### src/sv/cllq_pkg.sv
`default_nettype none
package cllq_pkg;

  localparam int ELEMENTS_DEF = 64;
  localparam int ID_W         = 6;
  localparam int COUNT_W      = 7;
  localparam int STATUS_W     = 2;
  localparam int OP_W         = 2;

  typedef logic [OP_W-1:0]     op_t;
  typedef logic [STATUS_W-1:0] status_t;

  localparam op_t OP_APPEND = 2'd0;
  localparam op_t OP_REMOVE = 2'd1;
  localparam op_t OP_SIZE   = 2'd2;

  localparam status_t ST_OK         = 2'd0;
  localparam status_t ST_ALREADY    = 2'd1;
  localparam status_t ST_EMPTY      = 2'd2;
  localparam status_t ST_NOT_MEMBER = 2'd3;

  typedef struct packed {
    op_t             op;
    logic [ID_W-1:0] elem_id;
  } in_item_t;

  typedef struct packed {
    status_t            status;
    logic [ID_W-1:0]    result_id;
    logic [COUNT_W-1:0] count;
    logic               empty_res;
  } out_item_t;

  typedef enum logic [1:0] {
    S_IDLE,
    S_EXEC,
    S_WR2,
    S_DONE
  } seq_state_t;

  typedef struct packed {
    logic in_valid;
    logic need_wr2;
    logic out_free;
  } seq_stat_t;

  typedef struct packed {
    logic in_ready;
    logic exec;
    logic wr2;
    logic load_out;
  } seq_ctrl_t;

endpackage
`default_nettype wire

### src/sv/cllq_link_ram.sv
`default_nettype none
module cllq_link_ram #(
  parameter int DEPTH = cllq_pkg::ELEMENTS_DEF,
  parameter int AW    = $clog2(cllq_pkg::ELEMENTS_DEF)
) (
  input  wire logic          clk,
  input  wire logic          we,
  input  wire logic [AW-1:0] waddr,
  input  wire logic [AW-1:0] wdata,
  input  wire logic [AW-1:0] raddr,
  output logic      [AW-1:0] rdata
);

  logic [AW-1:0] mem [DEPTH];
  logic [AW-1:0] rdata_r;

  always_ff @(posedge clk) begin
    if (we) begin
      mem[waddr] <= wdata;
    end
    rdata_r <= mem[raddr];
  end

  assign rdata = rdata_r;

endmodule
`default_nettype wire

### src/sv/cllq_seq.sv
`default_nettype none
module cllq_seq (
  input  wire logic                clk,
  input  wire logic                rst_n,
  input  wire cllq_pkg::seq_stat_t stat,
  output cllq_pkg::seq_ctrl_t      ctrl
);

  cllq_pkg::seq_state_t state_r;
  cllq_pkg::seq_state_t state_nxt;

  always_ff @(posedge clk) begin
    if (!rst_n) begin
      state_r <= cllq_pkg::S_IDLE;
    end else begin
      state_r <= state_nxt;
    end
  end

  always_comb begin
    state_nxt = state_r;
    case (state_r)
      cllq_pkg::S_IDLE: begin
        if (stat.in_valid) state_nxt = cllq_pkg::S_EXEC;
      end
      cllq_pkg::S_EXEC: begin
        state_nxt = stat.need_wr2 ? cllq_pkg::S_WR2 : cllq_pkg::S_DONE;
      end
      cllq_pkg::S_WR2: begin
        state_nxt = cllq_pkg::S_DONE;
      end
      cllq_pkg::S_DONE: begin
        if (stat.out_free) state_nxt = cllq_pkg::S_IDLE;
      end
      default: begin
        state_nxt = cllq_pkg::S_IDLE;
      end
    endcase
  end

  always_comb begin
    ctrl = '0;
    case (state_r)
      cllq_pkg::S_IDLE: ctrl.in_ready = 1'b1;
      cllq_pkg::S_EXEC: ctrl.exec = 1'b1;
      cllq_pkg::S_WR2:  ctrl.wr2 = 1'b1;
      cllq_pkg::S_DONE: ctrl.load_out = stat.out_free;
      default: ctrl = '0;
    endcase
  end

endmodule
`default_nettype wire

### src/sv/circular_linked_queue_manager.sv
// Circular doubly linked queue of element indices with append at the tail, removal of any
// member and size query. An item goes from idle through execute (and a second write state
// for an append to a non-empty queue) to done; the result register loads when the output is
// free; a new item is taken only in idle. The second write comes from the registered read
// of the next and prev link memories and their single write port: a non-empty append writes
// two entries in each memory. Membership flags clear at reset; links need no clearing.
`default_nettype none
module circular_linked_queue_manager #(
  parameter int ELEMENTS = cllq_pkg::ELEMENTS_DEF
) (
  input  wire logic                clk,
  input  wire logic                rst_n,
  input  wire logic                in_valid,
  output logic                     in_ready,
  input  wire cllq_pkg::in_item_t  in_item,
  output logic                     out_valid,
  input  wire logic                out_ready,
  output cllq_pkg::out_item_t      out_item
);

  localparam int IDX_W = $clog2(ELEMENTS);
  localparam int CNT_W = $clog2(ELEMENTS + 1);
  localparam logic [31:0] ELEM_LIM = 32'(ELEMENTS);

  cllq_pkg::seq_stat_t stat;
  cllq_pkg::seq_ctrl_t ctrl;

  logic [IDX_W-1:0]    head_r;
  logic [CNT_W-1:0]    count_r;
  logic [ELEMENTS-1:0] flag_r;
  cllq_pkg::op_t       op_r;
  logic [IDX_W-1:0]    e_r;
  logic                range_r;
  logic [IDX_W-1:0]    last_r;
  cllq_pkg::status_t   status_r;
  logic                rid_e_r;
  logic                out_valid_r;
  cllq_pkg::out_item_t out_item_r;

  logic [IDX_W-1:0] in_idx;
  logic             in_range;
  logic             in_xfer;
  logic [IDX_W-1:0] prev_raddr;
  logic [IDX_W-1:0] nx;
  logic [IDX_W-1:0] pv;

  logic              member;
  logic              cnt_zero;
  logic              app_ok;
  logic              rem_ok;
  logic              rem_last;
  cllq_pkg::status_t ex_status;

  logic             next_we;
  logic [IDX_W-1:0] next_waddr;
  logic [IDX_W-1:0] next_wdata;
  logic             prev_we;
  logic [IDX_W-1:0] prev_waddr;
  logic [IDX_W-1:0] prev_wdata;

  assign in_idx   = IDX_W'(in_item.elem_id);
  assign in_range = 32'(in_item.elem_id) < ELEM_LIM;
  assign in_xfer  = in_valid && in_ready;
  assign prev_raddr = (in_item.op == cllq_pkg::OP_APPEND) ? head_r : in_idx;

  assign stat.in_valid = in_valid;
  assign stat.need_wr2 = app_ok && !cnt_zero;
  assign stat.out_free = !out_valid_r || out_ready;

  cllq_seq u_seq (
    .clk   (clk),
    .rst_n (rst_n),
    .stat  (stat),
    .ctrl  (ctrl)
  );

  cllq_link_ram #(
    .DEPTH (ELEMENTS),
    .AW    (IDX_W)
  ) u_next_ram (
    .clk   (clk),
    .we    (next_we),
    .waddr (next_waddr),
    .wdata (next_wdata),
    .raddr (in_idx),
    .rdata (nx)
  );

  cllq_link_ram #(
    .DEPTH (ELEMENTS),
    .AW    (IDX_W)
  ) u_prev_ram (
    .clk   (clk),
    .we    (prev_we),
    .waddr (prev_waddr),
    .wdata (prev_wdata),
    .raddr (prev_raddr),
    .rdata (pv)
  );

  // decision for the item in flight; prev read holds the tail on append
  always_comb begin
    member   = range_r && flag_r[e_r];
    cnt_zero = (count_r == '0);
    app_ok   = 1'b0;
    rem_ok   = 1'b0;
    rem_last = (nx == e_r) || (count_r == CNT_W'(1));
    ex_status = cllq_pkg::ST_OK;
    case (op_r)
      cllq_pkg::OP_APPEND: begin
        if (!range_r) begin
          ex_status = cllq_pkg::ST_NOT_MEMBER;
        end else if (member) begin
          ex_status = cllq_pkg::ST_ALREADY;
        end else begin
          app_ok = 1'b1;
        end
      end
      cllq_pkg::OP_REMOVE: begin
        if (cnt_zero) begin
          ex_status = cllq_pkg::ST_EMPTY;
        end else if (!member) begin
          ex_status = cllq_pkg::ST_NOT_MEMBER;
        end else begin
          rem_ok = 1'b1;
        end
      end
      default: ex_status = cllq_pkg::ST_OK;
    endcase
  end

  always_comb begin
    next_we    = ctrl.wr2 || (ctrl.exec && (app_ok || (rem_ok && !rem_last)));
    prev_we    = next_we;
    next_waddr = pv;
    next_wdata = nx;
    prev_waddr = nx;
    prev_wdata = pv;
    if (ctrl.wr2) begin
      next_waddr = e_r;
      next_wdata = head_r;
      prev_waddr = e_r;
      prev_wdata = last_r;
    end else if (app_ok) begin
      next_waddr = cnt_zero ? e_r : pv;
      next_wdata = e_r;
      prev_waddr = cnt_zero ? e_r : head_r;
      prev_wdata = e_r;
    end
  end

  always_ff @(posedge clk) begin
    if (!rst_n) begin
      head_r      <= '0;
      count_r     <= '0;
      flag_r      <= '0;
      out_valid_r <= 1'b0;
    end else begin
      if (ctrl.exec) begin
        if (app_ok) begin
          flag_r[e_r] <= 1'b1;
          count_r     <= count_r + CNT_W'(1);
          if (cnt_zero) head_r <= e_r;
        end else if (rem_ok) begin
          flag_r[e_r] <= 1'b0;
          count_r     <= count_r - CNT_W'(1);
          if (rem_last) begin
            head_r <= '0;
          end else if (e_r == head_r) begin
            head_r <= nx;
          end
        end
      end
      if (ctrl.load_out) begin
        out_valid_r <= 1'b1;
      end else if (out_ready) begin
        out_valid_r <= 1'b0;
      end
    end
  end

  always_ff @(posedge clk) begin
    if (in_xfer) begin
      op_r    <= in_item.op;
      e_r     <= in_idx;
      range_r <= in_range;
    end
    if (ctrl.exec) begin
      status_r <= ex_status;
      rid_e_r  <= rem_ok;
      last_r   <= pv;
    end
    if (ctrl.load_out) begin
      out_item_r.status    <= status_r;
      out_item_r.result_id <= rid_e_r ? cllq_pkg::ID_W'(e_r) : cllq_pkg::ID_W'(head_r);
      out_item_r.count     <= cllq_pkg::COUNT_W'(count_r);
      out_item_r.empty_res <= (count_r == '0);
    end
  end

  assign in_ready  = ctrl.in_ready;
  assign out_valid = out_valid_r;
  assign out_item  = out_item_r;

  a_count_bound: assert property (@(posedge clk) disable iff (!rst_n)
    32'(count_r) <= ELEM_LIM)
    else $error("element count above pool size");

  a_empty_head: assert property (@(posedge clk) disable iff (!rst_n)
    (count_r == '0) |-> (head_r == '0))
    else $error("head not zero on empty queue");

  a_flags_count: assert property (@(posedge clk) disable iff (!rst_n)
    $countones(flag_r) == int'(count_r))
    else $error("membership flags disagree with count");

  a_one_item: assert property (@(posedge clk) disable iff (!rst_n)
    in_xfer |=> !in_ready)
    else $error("second transfer while item in flight");

  a_head_member: assert property (@(posedge clk) disable iff (!rst_n)
    (count_r != '0) |-> flag_r[head_r])
    else $error("head is not a member");

endmodule
`default_nettype wire

### config.mk
export PLATFORM = sky130hd
export DESIGN_NAME = circular_linked_queue_manager
export DESIGN_NICKNAME = d
export VERILOG_FILES = /design/src/sv/cllq_pkg.sv /design/src/sv/cllq_link_ram.sv /design/src/sv/cllq_seq.sv /design/src/sv/circular_linked_queue_manager.sv
export SDC_FILE = /design/constraint.sdc
export NUM_CORES = 1
export LEC_CHECK = 0
export BUFFER_PORTS_ARGS = -buffer_cell sky130_fd_sc_hd__buf_2
export CORE_MARGIN = 8
export CORE_UTILIZATION = 60
export CTS_BUF_LIST = sky130_fd_sc_hd__clkbuf_8
export CTS_CLUSTER_SIZE = 25
export DETAILED_ROUTE_END_ITERATION = 8
export GPL_TIMING_DRIVEN = 0
export HOLD_SLACK_MARGIN = 0.1
export PLACE_DENSITY = 0.73
export SLEW_MARGIN = 20
export SYNTH_ARGS = -nofsm -noshare
export SYNTH_HDL_FRONTEND = slang
export SYNTH_HIERARCHICAL = 1
export SYNTH_SLANG_ARGS = --single-unit
export TNS_END_PERCENT = 1
### constraint.sdc
create_clock -name clk -period 7.3 [get_ports clk]
set_clock_uncertainty 0.2 [all_clocks]
set_input_delay 2.19 -clock clk [delete_from_list [all_inputs] [get_ports clk]]
set_output_delay 2.19 -clock clk [all_outputs]
set_load 0.01 [all_outputs]
==> metrics.txt <==
status=finished clean; Nets=2409; Flop pwr share=48.5%; switching power=4.14 mW; initial antenna violation count=2; wire per inst=28.5 um; P_int=9.35 mW; CP endpoint kind=flop; largest net degree at the start of global routing=36; max frequency=151 MHz; # DRC=0; Critical Path Source=e_r[1]; number of synthesized flops with an enable pin=801; via count=22000; routed vias/inst=6.70; Routed Antenna Nets=0; Starting DRT DRC Count=3216; TritonCTS Sinks=893; Startpoint Class=flop; CTS buffer count=142; Hold Buf Count CTS=0; TritonCTS clock tree=yes; pwr/cell area=326 nW/um2; Die Y=264 um; Crit Path Max Fanout=12; Top-Level Pins=30; routability cong.=0.919; Cells after Synth=2193; FF-to-FF path depth=15; first-pass GRT wire length=139000 um; chip width=264 um; worst-margin pin slew=1.04 ns; Initial Util=60.3%; Total Routing Usage GR=26.7%; grt ovf=0; Worst-Skew Late Latency=0.78 ns; Layout area overhead=11.9%; final WL=93400 um; Site Rows=91; Net Sw Frac=30.7%; Clock power frac=28.5%; H-tree Lvls=4; layout cell share with drive strength beyond 1=22.3%; Pre-antenna DRT Iters=8; final worst-path cycle share=90.8%; post-CTS setup buffers=0; Worst R2R Start=e_r[1]; minimum clock period=6.63 ns; number of synthesized register bits=893; Avg Cell Area, Syn=16.9 um2; Max clock buf depth=3; critical path type=flop to flop; Rel. slew slack=29.8%; CTS-repair resized insts=0; Critical Path RT=7.49 ns; Reg-to-Reg End=u_next_ram/mem[38][5]; Yosys cell types=73; Reg clk slew, reported paths=0.06 ns; Synth Net Count=2212; crit path capture=u_next_ram/mem[38][5]; Comb pwr share=23.0%; # setup viols final=0; Post-synth ARST share=0%; unrepaired setup endpoints after global routing=false; Cells after DPL=3036; Core Box Area=61300 um2; vias in the first global route=22000; sequential area share after synthesis=70.1%; Clock Tree Root=clkbuf_8; post-layout util=67.5%; hpwl dp=62400 um; final hold vios=0; Yosys warnings=6; port bufs=29; Max Cap Violations=0; Slew Limit Fails=0; Primary FF master, synth=edfxtp_1; leakage power=13.2 nW; Max VDD drop=190 uV; Final Instance Count excl. Fillers=3281; hold crit path type=flop to flop; die area=69800 um2; Post-Syn Area=37000 um2; Reg2Reg Setup Slack=0.67 ns; Crit path arrival time=6.82 ns
[flip-flops by register name (all words and copies together) (netlist names), named ones only]
signal            cells
u_next_ram/mem      384
u_seq/state_r         2
u_prev_ram/mem      384
rid_e_r               1
count_r               7
op_r                  2
e_r                   6
out_item             16
head_r                6
status_r              2
u_next_ram/rdata      6
last_r                6
u_prev_ram/rdata      6
out_valid             1
[per-stage QoR]
| stage | cell area (um2) | hold slack, ns | setup TNS, ns | power, mW | worst slack (ns) |
|---|---|---|---|---|---|
| after CTS | 41300 | 0.244 | 0 | 13.5 | 1.01 |
| final | 41300 | 0.240 | 0 | 13.5 | 0.670 |
| after global placement | 38100 | 0.213 | -1430.01 | 9.35 | -2.54 |
| after floorplan | 37000 | 0.200 | 0 | 8.31 | 1.41 |
| after detailed placement | 38800 | 0.234 | 0 | 9.68 | 1.07 |
| after global routing | 41300 | 0.250 | 0 | 13.9 | 0.559 |
[power groups by stage]
| stage | Clock, mW | Sequential [mW] | Combinational (mW) |
|---|---|---|---|
| 2_1_floorplan | 0 | 6.76 | 1.55 |
| 3_3_place_gp | 0 | 6.92 | 2.43 |
| 3_5_place_dp | 0 | 6.65 | 3.03 |
| 4_1_cts | 3.92 | 6.54 | 3.04 |
| 5_1_grt | 4.13 | 6.55 | 3.26 |
| 6_report | 3.85 | 6.54 | 3.10 |
[routing by layer]
layer	track usage (%)	share of wire [%]	vias to the layer above
met1	36.9	39	11200
met4	10.1	3.4	0
li1	-	-	9211
met3	6.32	10	217
met5	0	0	-
met2	41.4	47	1400
[worst min-delay path by stage]
stage	depth (start not counted)	slack, ns	end	from
3_3_place_gp	0	0.21	out_item[14]	status_r[0]
4_1_cts	0	0.24	out_item[15]	status_r[1]
2_1_floorplan	0	0.20	out_item[14]	status_r[0]
6_report	0	0.24	out_item[15]	status_r[1]
5_1_grt	0	0.25	out_item[15]	status_r[1]
3_5_place_dp	0	0.23	out_item[15]	status_r[1]
[synth_stat cells (all sizes together) (7+ instances only)]
cell type,number,area (um2)
o41ai,9,78.8
o22a,13,114
edfxtp,801,24100
buf,70,534
mux4,187,4260
ha,7,87.6
clkbuf,73,277
a22oi,18,145
nand2b,23,144
nand3,55,275
nand3b,9,67.6
xor2,8,70.1
o21ai,48,240
mux2i,66,661
nand4,9,56.3
nor3,34,181
o311ai,8,70.1
a211oi,19,143
or3,8,50.1
o221ai,19,166
o221a,48,541
mux2,32,364
nor2,211,792
nor2b,23,144
nand2,151,569
or3b,8,70.1
a311oi,7,61.3
dfxtp,92,1840
inv,12,45.0
a21oi,28,140
o22ai,28,175
[kinds of logic after synthesis]
logic type,count (synthesis),synth area share [%]
compound gates,275,5.78
xor+xnor,12,0.284
fa+ha+maj,7,0.237
buf+inv,156,2.33
flops,893,70.1
mux,285,14.3
simple gates,565,7.02
[final cells by class]
class,instances,area (um2)
clock inverters,94,457
plain buffers,143,811
diodes,1,2.50
inverters,13,48.8
clock buffers,150,2060
well taps,790,988
repair buffers,53,733
fillers,4052,19900
flip-flops and latches,893,25900
multi-input cells,1144,10300
[critical path, cell delays in order, from the launching register on]
cell and delay [ns]:
edfxtp_1 0.31, buf_2 0.18, buf_2 0.29, buf_2 0.39
a2111oi_0 0.12, a211oi_1 0.51, nand4_1 0.21, nor3_1 0.38
buf_2 0.35, buf_4 0.26, buf_2 0.28, a21oi_1 0.08
o21bai_1 0.83, nor2b_1 0.39, nand3_1 0.64, nor2_1 0.80
[cells in the final DEF (no fill, tap or decap), types with 12 or more instances in the layout]
cell,n
a21oi_1,28
clkbuf_8,150
mux4_1,12
a22oi_1,16
mux4_2,175
clkinv_2,13
dfxtp_1,92
mux2i_1,66
nand3_1,55
mux2_2,31
nand2b_1,23
clkinv_1,36
clkbuf_1,71
o221a_1,30
buf_2,71
nand2_1,150
buf_16,17
edfxtp_1,801
o21ai_1,12
o221ai_1,19
nor2_1,211
buf_6,13
nor3_1,33
o221a_2,18
o21ai_0,24
o21ai_4,12
a211oi_1,19
inv_1,45
o22a_1,13
nor2b_1,23
o22ai_1,28
(Power assumes the default switching activity.)
